--- config.mk ---
export PLATFORM = sky130hd
export DESIGN_NAME = key_press_classifier_queue_core
export DESIGN_NICKNAME = d
export VERILOG_FILES = /design/src/design/kpc_pkg.sv /design/src/design/kpc_front.sv /design/src/design/kpc_back.sv /design/src/design/kpc_rq.sv /design/src/design/key_press_classifier_queue_core.sv
export SDC_FILE = /design/constraint.sdc
export NUM_CORES = 1
export LEC_CHECK = 0
export BUFFER_PORTS_ARGS = -buffer_cell sky130_fd_sc_hd__buf_2
export CAP_MARGIN = 0
export CELL_PAD_IN_SITES_DETAIL_PLACEMENT = 0
export CELL_PAD_IN_SITES_GLOBAL_PLACEMENT = 1
export CORE_UTILIZATION = 40
export DETAILED_ROUTE_END_ITERATION = 10
export PLACE_DENSITY = 0.66
export SLEW_MARGIN = 20
export SYNTH_ARGS = -nofsm -noshare
export SYNTH_HDL_FRONTEND = slang
export SYNTH_HIERARCHICAL = 1
export SYNTH_SLANG_ARGS = --single-unit
--- constraint.sdc ---
create_clock -name clk_i -period 7.8 [get_ports clk_i]
set_clock_uncertainty 0.15 [all_clocks]
set_input_delay 1.56 -clock clk_i [delete_from_list [all_inputs] [get_ports clk_i]]
set_output_delay 1.56 -clock clk_i [all_outputs]
set_load 0.03 [all_outputs]
--- src/design/kpc_pkg.sv ---
// Shared types and constants of the key press classifier.
package kpc_pkg;

  localparam int unsigned QueueDepth    = 16;
  localparam int unsigned DefaultFilter = 20;
  localparam int unsigned HoldToRepeat  = 50;
  localparam int unsigned NoKeyCode     = 0;

  localparam int unsigned PtrW = (QueueDepth > 1) ? $clog2(QueueDepth) : 1;
  localparam int unsigned CntW = $clog2(QueueDepth + 1);

  localparam int unsigned CfgIdxW  = 3;
  localparam int unsigned CfgDataW = 16;

  localparam logic [CfgIdxW-1:0] CfgFilterTicks = 3'd0;
  localparam logic [CfgIdxW-1:0] CfgLongTicks   = 3'd1;
  localparam logic [CfgIdxW-1:0] CfgRepeatTicks = 3'd2;
  localparam logic [CfgIdxW-1:0] CfgShortCode   = 3'd3;
  localparam logic [CfgIdxW-1:0] CfgLongCode    = 3'd4;
  localparam logic [CfgIdxW-1:0] CfgReleaseCode = 3'd5;

  typedef enum logic {
    OpTick = 1'b0,
    OpRead = 1'b1
  } op_e;

  typedef enum logic [2:0] {
    PhIdle     = 3'd0,
    PhDebounce = 3'd1,
    PhLongWait = 3'd2,
    PhRepeat   = 3'd3,
    PhRelease  = 3'd4
  } phase_e;

  typedef struct packed {
    logic func;
    logic key_down;
  } in_item_t;

  typedef struct packed {
    logic [7:0] read_code;
    logic       read_valid;
    logic       dropped;
    logic [4:0] queue_count;
  } out_item_t;

  // Decoded request handed from the front to the back.
  typedef struct packed {
    op_e  op;
    logic key_down;
  } cmd_t;

  typedef struct packed {
    logic [7:0]  filter_ticks;
    logic [15:0] long_ticks;
    logic [7:0]  repeat_ticks;
    logic [7:0]  short_code;
    logic [7:0]  long_code;
    logic [7:0]  release_code;
  } cfg_t;

endpackage

--- src/design/kpc_front.sv ---
// Front end: accepts requests, decodes them and buffers them in a two-entry queue.
module kpc_front (
  input  logic              clk_i,
  input  logic              rst_ni,
  input  logic              push_i,
  output logic              full_o,
  input  kpc_pkg::in_item_t in_i,
  output logic              cmd_valid_o,
  output kpc_pkg::cmd_t     cmd_o,
  input  logic              cmd_pop_i
);
  import kpc_pkg::*;

  cmd_t       entry_q [2];
  logic       wp_q, wp_d, rp_q, rp_d;
  logic [1:0] cnt_q, cnt_d;
  logic       wr_en, rd_en;
  cmd_t       dec;

  always_comb begin
    dec.op       = in_i.func ? OpRead : OpTick;
    dec.key_down = in_i.key_down;
  end

  assign full_o      = (cnt_q == 2'd2);
  assign cmd_valid_o = (cnt_q != 2'd0);
  assign cmd_o       = entry_q[rp_q];
  assign wr_en       = push_i && !full_o;
  assign rd_en       = cmd_pop_i && cmd_valid_o;

  always_comb begin
    wp_d  = wr_en ? !wp_q : wp_q;
    rp_d  = rd_en ? !rp_q : rp_q;
    cnt_d = cnt_q + {1'b0, wr_en} - {1'b0, rd_en};
  end

  always_ff @(posedge clk_i or negedge rst_ni) begin
    if (!rst_ni) begin
      wp_q  <= 1'b0;
      rp_q  <= 1'b0;
      cnt_q <= 2'd0;
    end else begin
      wp_q  <= wp_d;
      rp_q  <= rp_d;
      cnt_q <= cnt_d;
    end
  end

  always_ff @(posedge clk_i) begin
    if (wr_en) begin
      entry_q[wp_q] <= dec;
    end
  end

endmodule

--- src/design/kpc_back.sv ---
// Back end: key phase machine, code queue and configuration registers.
module kpc_back (
  input  logic                             clk_i,
  input  logic                             rst_ni,
  input  logic                             cfg_we_i,
  input  logic [kpc_pkg::CfgIdxW-1:0]      cfg_idx_i,
  input  logic [kpc_pkg::CfgDataW-1:0]     cfg_data_i,
  input  logic                             cmd_valid_i,
  input  kpc_pkg::cmd_t                    cmd_i,
  output logic                             cmd_pop_o,
  input  logic                             res_full_i,
  output logic                             res_push_o,
  output kpc_pkg::out_item_t               res_o
);
  import kpc_pkg::*;

  cfg_t            cfg_q;
  phase_e          phase_q, phase_d;
  logic [7:0]      deb_q, deb_d, deb_inc, filt;
  logic [15:0]     hold_q, hold_d, hold_inc;
  logic [PtrW-1:0] rptr_q, rptr_d, wptr_q, wptr_d;
  logic [CntW-1:0] held_q, held_d;
  logic [7:0]      store_q [QueueDepth];
  logic            fire, do_tick, do_read, down;
  logic            deb_done, enq, q_full, q_write, q_read;
  logic [7:0]      enq_code;

  // Configuration must be written only while the block is idle; the block does not enforce this.
  always_ff @(posedge clk_i or negedge rst_ni) begin
    if (!rst_ni) begin
      cfg_q <= '0;
    end else if (cfg_we_i) begin
      unique case (cfg_idx_i)
        CfgFilterTicks: cfg_q.filter_ticks <= cfg_data_i[7:0];
        CfgLongTicks:   cfg_q.long_ticks   <= cfg_data_i[15:0];
        CfgRepeatTicks: cfg_q.repeat_ticks <= cfg_data_i[7:0];
        CfgShortCode:   cfg_q.short_code   <= cfg_data_i[7:0];
        CfgLongCode:    cfg_q.long_code    <= cfg_data_i[7:0];
        CfgReleaseCode: cfg_q.release_code <= cfg_data_i[7:0];
        default: ;
      endcase
    end
  end

  assign fire      = cmd_valid_i && !res_full_i;
  assign cmd_pop_o = fire;
  assign do_tick   = fire && (cmd_i.op == OpTick);
  assign do_read   = fire && (cmd_i.op == OpRead);
  assign down      = cmd_i.key_down;

  assign filt     = (cfg_q.filter_ticks == 8'd0) ? 8'(DefaultFilter) : cfg_q.filter_ticks;
  assign deb_inc  = deb_q + 8'd1;
  assign hold_inc = hold_q + 16'd1;
  assign deb_done = (deb_inc >= filt);

  // Next phase.
  always_comb begin
    phase_d = phase_q;
    if (do_tick) begin
      unique case (phase_q)
        PhIdle: begin
          if (down) phase_d = PhDebounce;
        end
        PhDebounce: begin
          if (deb_done) begin
            if (!down) phase_d = PhIdle;
            else if (cfg_q.long_ticks == '0 && cfg_q.repeat_ticks == '0) phase_d = PhRelease;
            else phase_d = PhLongWait;
          end
        end
        PhLongWait: begin
          if (cfg_q.long_ticks != '0) begin
            if (!down) phase_d = PhRelease;
            else if (hold_inc >= cfg_q.long_ticks) begin
              phase_d = (cfg_q.repeat_ticks == '0) ? PhRelease : PhRepeat;
            end
          end else if (cfg_q.repeat_ticks != '0) begin
            if (!down) phase_d = PhRelease;
            else if (hold_inc >= 16'(HoldToRepeat)) phase_d = PhRepeat;
          end else begin
            phase_d = PhRelease;
          end
        end
        PhRepeat: begin
          if (!(cfg_q.repeat_ticks != '0 && down)) phase_d = PhRelease;
        end
        PhRelease: begin
          if (deb_done && !down) phase_d = PhIdle;
        end
        default: phase_d = PhIdle;
      endcase
    end
  end

  // Counters and the code that the phase machine wants to queue.
  always_comb begin
    deb_d    = deb_q;
    hold_d   = hold_q;
    enq      = 1'b0;
    enq_code = cfg_q.short_code;
    if (do_tick) begin
      unique case (phase_q)
        PhIdle: ;
        PhDebounce: begin
          deb_d = deb_done ? 8'd0 : deb_inc;
          if (deb_done && down && cfg_q.long_ticks == '0 && cfg_q.repeat_ticks == '0) begin
            enq = 1'b1;
          end
        end
        PhLongWait: begin
          if (cfg_q.long_ticks != '0) begin
            if (down) begin
              hold_d = hold_inc;
              if (hold_inc >= cfg_q.long_ticks) begin
                enq      = 1'b1;
                enq_code = cfg_q.long_code;
                hold_d   = '0;
              end
            end else begin
              enq    = 1'b1;
              hold_d = '0;
            end
          end else if (cfg_q.repeat_ticks != '0) begin
            if (down) begin
              hold_d = (hold_inc >= 16'(HoldToRepeat)) ? 16'd0 : hold_inc;
            end else begin
              enq    = 1'b1;
              hold_d = '0;
            end
          end else begin
            enq = 1'b1;
          end
        end
        PhRepeat: begin
          if (cfg_q.repeat_ticks != '0 && down) begin
            hold_d = hold_inc;
            if (hold_inc >= {8'd0, cfg_q.repeat_ticks}) begin
              enq    = 1'b1;
              hold_d = '0;
            end
          end else begin
            hold_d = '0;
          end
        end
        PhRelease: begin
          deb_d = deb_done ? 8'd0 : deb_inc;
          if (deb_done && !down && cfg_q.release_code != 8'(NoKeyCode)) begin
            enq      = 1'b1;
            enq_code = cfg_q.release_code;
          end
        end
        default: ;
      endcase
    end
  end

  assign q_full  = (held_q == CntW'(QueueDepth));
  assign q_write = enq && !q_full;
  assign q_read  = do_read && (held_q != '0);

  always_comb begin
    wptr_d = wptr_q;
    rptr_d = rptr_q;
    held_d = held_q;
    if (q_write) begin
      wptr_d = (wptr_q == PtrW'(QueueDepth - 1)) ? '0 : wptr_q + PtrW'(1);
      held_d = held_q + CntW'(1);
    end
    if (q_read) begin
      rptr_d = (rptr_q == PtrW'(QueueDepth - 1)) ? '0 : rptr_q + PtrW'(1);
      held_d = held_q - CntW'(1);
    end
  end

  always_ff @(posedge clk_i or negedge rst_ni) begin
    if (!rst_ni) begin
      phase_q <= PhIdle;
      deb_q   <= '0;
      hold_q  <= '0;
      rptr_q  <= '0;
      wptr_q  <= '0;
      held_q  <= '0;
    end else begin
      phase_q <= phase_d;
      deb_q   <= deb_d;
      hold_q  <= hold_d;
      rptr_q  <= rptr_d;
      wptr_q  <= wptr_d;
      held_q  <= held_d;
    end
  end

  always_ff @(posedge clk_i) begin
    if (q_write) begin
      store_q[wptr_q] <= enq_code;
    end
  end

  assign res_push_o = fire;

  always_comb begin
    res_o.read_code   = q_read ? store_q[rptr_q] : 8'(NoKeyCode);
    res_o.read_valid  = q_read;
    res_o.dropped     = enq && q_full;
    res_o.queue_count = 5'(held_d);
  end

endmodule

--- src/design/kpc_rq.sv ---
// Result queue: two-entry buffer between the back end and the result port.
module kpc_rq (
  input  logic               clk_i,
  input  logic               rst_ni,
  input  logic               res_push_i,
  input  kpc_pkg::out_item_t res_i,
  output logic               res_full_o,
  output logic               empty_o,
  input  logic               pop_i,
  output kpc_pkg::out_item_t out_o
);
  import kpc_pkg::*;

  out_item_t  entry_q [2];
  logic       wp_q, wp_d, rp_q, rp_d;
  logic [1:0] cnt_q, cnt_d;
  logic       wr_en, rd_en;

  assign res_full_o = (cnt_q == 2'd2);
  assign empty_o    = (cnt_q == 2'd0);
  assign out_o      = entry_q[rp_q];
  assign wr_en      = res_push_i && !res_full_o;
  assign rd_en      = pop_i && !empty_o;

  always_comb begin
    wp_d  = wr_en ? !wp_q : wp_q;
    rp_d  = rd_en ? !rp_q : rp_q;
    cnt_d = cnt_q + {1'b0, wr_en} - {1'b0, rd_en};
  end

  always_ff @(posedge clk_i or negedge rst_ni) begin
    if (!rst_ni) begin
      wp_q  <= 1'b0;
      rp_q  <= 1'b0;
      cnt_q <= 2'd0;
    end else begin
      wp_q  <= wp_d;
      rp_q  <= rp_d;
      cnt_q <= cnt_d;
    end
  end

  always_ff @(posedge clk_i) begin
    if (wr_en) begin
      entry_q[wp_q] <= res_i;
    end
  end

endmodule

--- src/design/key_press_classifier_queue_core.sv ---
// Top level of the single-key press classifier with its code queue.
// Ticks carry the key level and drive a debounce, long-press and auto-repeat
// phase machine that queues key codes in a 16-entry ring; read requests pop the
// oldest code, or return the no-key code when the ring is empty. Every request
// yields exactly one result. The block sustains one request per clock cycle
// while neither queue is full; the phase update and the single ring access of a
// request are combinational in the back end. A request is registered in the front
// queue and its result in the result queue; both two-entry queues let either side
// stall independently. Configuration registers are written at any edge with
// cfg_we_i high and must only change while no request is outstanding.
module key_press_classifier_queue_core (
  input  logic                         clk_i,
  input  logic                         rst_ni,
  input  logic                         push,
  output logic                         full,
  input  kpc_pkg::in_item_t            in_i,
  output logic                         empty,
  input  logic                         pop,
  output kpc_pkg::out_item_t           out_o,
  input  logic                         cfg_we_i,
  input  logic [kpc_pkg::CfgIdxW-1:0]  cfg_idx_i,
  input  logic [kpc_pkg::CfgDataW-1:0] cfg_data_i
);
  import kpc_pkg::*;

  logic      cmd_valid, cmd_pop, res_full, res_push;
  cmd_t      cmd;
  out_item_t res;

  kpc_front u_front (
    .clk_i       (clk_i),
    .rst_ni      (rst_ni),
    .push_i      (push),
    .full_o      (full),
    .in_i        (in_i),
    .cmd_valid_o (cmd_valid),
    .cmd_o       (cmd),
    .cmd_pop_i   (cmd_pop)
  );

  kpc_back u_back (
    .clk_i       (clk_i),
    .rst_ni      (rst_ni),
    .cfg_we_i    (cfg_we_i),
    .cfg_idx_i   (cfg_idx_i),
    .cfg_data_i  (cfg_data_i),
    .cmd_valid_i (cmd_valid),
    .cmd_i       (cmd),
    .cmd_pop_o   (cmd_pop),
    .res_full_i  (res_full),
    .res_push_o  (res_push),
    .res_o       (res)
  );

  kpc_rq u_rq (
    .clk_i      (clk_i),
    .rst_ni     (rst_ni),
    .res_push_i (res_push),
    .res_i      (res),
    .res_full_o (res_full),
    .empty_o    (empty),
    .pop_i      (pop),
    .out_o      (out_o)
  );

endmodule

# Word level (Yosys, flattened, before mapping)
# Memories as Yosys holds them, arrays and structs flattened.
# Index checks and enable logic that the tools add are counted.
dict set report totals {
  wordCells 159
  out_inout_bits 17
  n_memories 3
  regBits 104
  ramBits 162
  input_bits 26
}
# name depth width read_ports rd_clocked_by_memory_dff wr line_no
set mem_list {}
lappend mem_list {u_back.store_q 16 8 1 0 1 kpc_back.sv:23} ;# logic [7:0] store_q [QueueDepth];
lappend mem_list {u_rq.entry_q 2 15 1 0 1 kpc_rq.sv:14} ;# out_item_t entry_q [2];
lappend mem_list {u_front.entry_q 2 2 1 0 1 kpc_front.sv:14} ;# cmd_t entry_q [2];
dict set report classes {
  mux 54
  reduce_logical 48
  n_addsub 10
  n_eq_ne 21
  magnitude_cmp 4
  bitwise 1
}
# operator count
set ops {}
lappend ops {{$mux W16} 8}
lappend ops {{$mux W8} 8}
lappend ops {{$mux W3} 13}
lappend ops {{$pmux W16 S2} 1}
lappend ops {{$logic_and A1 B1 Y1} 17}
lappend ops {{$mux W1} 17}
lappend ops {{$add A16 B1 Y16 const B} 1}
lappend ops {{$ge A16 B16 Y1} 1}
lappend ops {{$ge A16 B6 Y1 const B} 1}
lappend ops {{$ge A16 B8 Y1} 1}
lappend ops {{$logic_not A16 Y1} 1}
lappend ops {{$logic_not A8 Y1} 2}
lappend ops {{$pmux W8 S2} 1}
lappend ops {{$reduce_bool A16 Y1} 1}
lappend ops {{$reduce_bool A8 Y1} 2}
lappend ops {{$pmux W3 S5} 1}
lappend ops {{$reduce_and A2 Y1} 7}
lappend ops {{$eq A3 B2 Y1 const B} 4}
lappend ops {{$mux W5} 2}
lappend ops {{$eq A3 B3 Y1 const B} 3}
lappend ops {{$logic_not A1 Y1} 9}
lappend ops {{$add A4 B1 Y4 const B} 2}
lappend ops {{$add A8 B1 Y8 const B} 1}
lappend ops {{$eq A4 B4 Y1 const B} 2}
lappend ops {{23 further kinds} 32}

# Logic depth before layout (Yosys ltp)
dict set report logic_depth {
  depth_word 12
  ltp_mapped 16
  depth_no_buf 14
}

# By module
# The synthesis kept the hierarchy.
# mod instances seq_area_each_um2 cells_each area_per_inst_um2
set modules_own_cells {}
lappend modules_own_cells {kpc_back 1 6246.0 849 10954.3}
lappend modules_own_cells {kpc_rq 1 1001.0 65 1335.0}
lappend modules_own_cells {kpc_front 1 220.2 24 347.8}

# Worst setup path after synthesis
# No wires, ideal clock.
dict set report synth_timing {
  path_type {reg2reg}
  start {register u_back.hold_q[0]}
  end {memory u_back.store_q[3][0] (enable)}
  arrival_time_ns 3.895
  setup_ns 0.398
  required_ns 7.252
  setup_slack_ns 3.357
  n_path_buf 2
  period_less_slack_ns 4.443
  stages_incl_launch_ff 16
  cell_sequence {dfrtp_1 -> ha_1 -> and4_1 -> buf_2 -> nand4_1 -> xnor2_1 -> ha_1 -> nand4_1 -> or2_2 -> o32ai_1 -> a211o_1 -> o21ai_0 -> a31oi_2 -> buf_6 -> nand2_2 -> nor4b_1}
}
dict set report synth_between {
  elab_chain_len 10
  elab_cells_between_ends 13
  classes_between {add/sub (1); order compare (2); mux (9); reduce/logical (1)}
}
# element line_no
set synth_rtl {}
lappend synth_rtl {{start, declared} kpc_back.sv:20} ;# logic [15:0] hold_q, hold_d, hold_inc;
lappend synth_rtl {{start signal, assigned} kpc_back.sv:186} ;# hold_q <= hold_d;
lappend synth_rtl {{$add A16 B1 Y16 (*)} kpc_back.sv:53} ;# assign hold_inc = hold_q + 16'd1;
lappend synth_rtl {{$ge A16 B16 Y1} kpc_back.sv:114} ;# if (hold_inc >= cfg_q.long_ticks) begin
lappend synth_rtl {{$mux W1} kpc_back.sv:114}
lappend synth_rtl {{$mux W1} kpc_back.sv:112} ;# if (down) begin
lappend synth_rtl {{$mux W1} kpc_back.sv:111} ;# if (cfg_q.long_ticks != '0) begin
lappend synth_rtl {{$pmux W1 S4 (*)} kpc_back.sv:102} ;# unique case (phase_q)
lappend synth_rtl {{$mux W1 (*)} kpc_back.sv:101} ;# if (do_tick) begin
lappend synth_rtl {{$logic_and A1 B1 Y1 (*)} kpc_back.sv:158} ;# assign q_write = enq && !q_full;
lappend synth_rtl {{$mux W1 (*)} kpc_back.sv:194} ;# if (q_write) begin
lappend synth_rtl {{$mux W1 (not written as such) (*)} kpc_back.sv:195} ;# store_q[wptr_q] <= enq_code;
lappend synth_rtl {{end, declared} kpc_back.sv:23}
# Every way passes the cells marked *; elsewhere a longest branch is shown, timed or not.

# Final worst setup path
dict set report layout_timing {
  start {register u_back.hold_q[0]}
  end {memory u_back.store_q[13][7] (enable)}
}
# The elaborated chain is that of the path after synthesis.

==> impl_metrics.yaml <==
timing:
  min_period_ps: 4900
  fmaxAchievable_mhz: 204
  period_share: 0.629
  setup_tns_ps: 0
  tightest_slew_ps: 1120
  hold_viol_final: 0
  rsz0062_at_grt: "false"
  slew_headroom: 0.251
  slew_viol_final: 0
  setup_ws_ps: 2900
  setup_violations: 0
place:
  place_congestion: 0.807
  hpwl_mm: 19.2
  placement.io_buffers: 42
  place_ws_ps: 2820
  dp_cells: 1350
synth:
  synth_nets: 1009
  syn_inst: 938
  syn_avg_cell_area_sq_um: 13.5
  yosysUniqueCellTypes: 80
  synth_seq_cells: 266
  synth.top_cell.area_share: 0.385
  synthArstFlopShare: 0.391
  yosysWarnings: 6
  synth.most_common_cell: "edfxtp_1"
  synth_top_cells_by_area: "edfxtp_1 38%, dfrtp_1 21%, mux4_2 7.1%, ha_1 4.5%, mux2_2 3.2%"
  synth_edf_count: 162
  synth_common_cells: "162 x edfxtp_1, 104 x dfrtp_1, 78 x nand2_1, 76 x o21ai_0, 58 x inv_1"
  yosysSeqAreaShare: 0.591
  synth_flop_cell: "edfxtp_1"
  synth_top_cell_by_area: "edfxtp_1"
  netlist_area_sq_um: 12600
final_layout:
  fillers: 2733
  fin_nets: 1057
  drive_gt1_frac: 0.225
  fin_cells: 1406
  antenna_cells: 0
  register_area_sq_um: 7470
  multi_input_area_sq_um: 4770
  area_growth_pct: 13.8
setup_path:
  start_kind: "flop"
  cp_max_fo: 16
  crit_path_end_kind: "flop"
  path_class: "reg -> reg"
  critPathArrivalTime_ps: 4970
  cp.required_ps: 7860
global_routing:
  overflow: 0
  gr-usage-all-layers: 0.174
  grt_pass1_vias: 7716
  grt_max_degree: 72
  grt_pass1_wl_mm: 44.1
  antenna_found_initial: 3
clock_tree:
  htree_levels: 1
  clockRootBuffer: "clkbuf_16"
  clock_latency_ps: 570
  cts.clk_slew.worst_paths_ps: 60
  cts_hold_buf: 0
  clockBufferDepth: 3
  postCtsResizedCells: 0
  cts_buffers: 30
  cts_setup_buffers: 0
  cts_tree: "yes"
  clock_sinks: 266
routing:
  ant_nets: 0
  num_vias: 7640
  post_drt_wl_per_cell_microns: 19.6
  drt_iter0_markers: 504
  wirelength_mm: 27.5
  firstDrtPassIters: 7
  viasPerCell: 5.43
  drc: 3
flow_run:
  drv_cap: 0
power_and_ir_drop:
  leakagePower_uw: 0.00561
  p_comb_frac: 0.310
  p_total_uw: 5100
  internal_power_uw: 3390
  p_switching_uw: 1700
  swShare: 0.334
  peakVddDrop_mv: 0.177
  clockPowerShare: 0.290
  p_per_area_nw_per_um2: 354
  seq_power_share: 0.401
floorplanning:
  core_sq_um: 30800
  die_w_microns: 180
  start_util: 0.410
  core.rowCount: 64
  die_area_sq_um: 32300
  io_pins: 43
  die_h_microns: 180
hold_path:
  hp-class: "reg -> reg"
status:
  violations: "design-rule violations"
  status: "finished with violations"
[flip-flops by register name, summed over array words and instances (netlist names)]
name,flops
u_rq/wp_q,1
u_back/deb_q,8
u_rq/cnt_q,2
u_back/rptr_q,4
u_front/entry_q,4
u_front/rp_q,1
u_rq/rp_q,1
u_back/store_q,128
u_back/phase_q,3
u_front/wp_q,1
u_back/cfg_q,56
u_back/hold_q,16
u_front/cnt_q,2
u_back/held_q,5
u_rq/entry_q,30
u_back/wptr_q,4
[power by group through the flow]
stage          registers (uW)  logic (uW)  clock network [uW]
6_report                 2040        1580                1480
3_3_place_gp             2070        1590                   0
4_1_cts                  2040        1610                1510
2_1_floorplan            1970        1240                   0
5_1_grt                  2070        1740                1570
3_5_place_dp             2070        1600                   0
[cells in the final DEF, fill, tap and decap left out, drive strengths merged, types with 30 or more instances in the layout]
master	count
mux2	45
nor2	32
ha	45
buf	61
clkbuf	30
o21ai	77
dfrtp	104
mux4	40
edfxtp	162
inv	59
nand2	79
[per-layer routing]
layer | track usage | up-vias | routed length (microns)
met3 | 0.0292 | 48 | 966
met4 | 0.0490 | 6 | 663
met5 | 0 | - | 42
met2 | 0.297 | 122 | 13500
met1 | 0.228 | 3822 | 12400
li1 | - | 3642 | -
[cells by family after synthesis]
logic type / Yosys count / synth area share
simple gates: 244 / 0.108
xor+xnor: 34 / 0.0236
fa+ha+maj: 45 / 0.0446
compound gates: 157 / 0.0804
flops: 266 / 0.591
mux: 89 / 0.117
buf+inv: 103 / 0.0349
[worst max-delay path, stage by stage (launching register included)]
cell and delay (ps):
dfrtp_1 490, ha_1 300, and4_1 440, nand4_1 160, xnor2_1 190, ha_1 300
nand4_1 150, or2_2 310, o32ai_1 230, a211o_1 230, o21ai_0 140, a31oi_2 580
and2_4 390, and4_1 470
[worst paths after layout]
path	from	end	slack, ps	cells past startpoint
setup reg to reg	u_back/hold_q[0]	u_back/store_q[13][7]	2900	13
min in group asynchronous	rst_ni	u_back/cfg_q[25]	1010	1
hold / removal	u_rq/wp_q	u_rq/wp_q	340	1
hold reg to reg	u_rq/wp_q	u_rq/wp_q	340	1
max in group asynchronous	rst_ni	u_back/rptr_q[0]	5430	2
setup / recovery	u_back/hold_q[0]	u_back/store_q[13][7]	2900	13
[layout make-up]
cell class,instances,area share
flip-flops and latches,266,0.519
multi-input cells,569,0.332
clock buffers,30,0.0522
well taps,396,0.0345
repair buffers,61,0.0247
clock inverters,26,0.0222
inverters,58,0.0151
[stage by stage]
stage / instance area (sq um) / hold WS, ps / utilization
after global routing: 14400 / 376 / 0.466
after global placement: 13300 / 326 / 0.431
after detailed placement: 13300 / 334 / 0.432
after floorplan: 12600 / 310 / -
after CTS: 14400 / 348 / 0.466
final: 14400 / 341 / 0.466
Power figures use the tool's default switching activity.
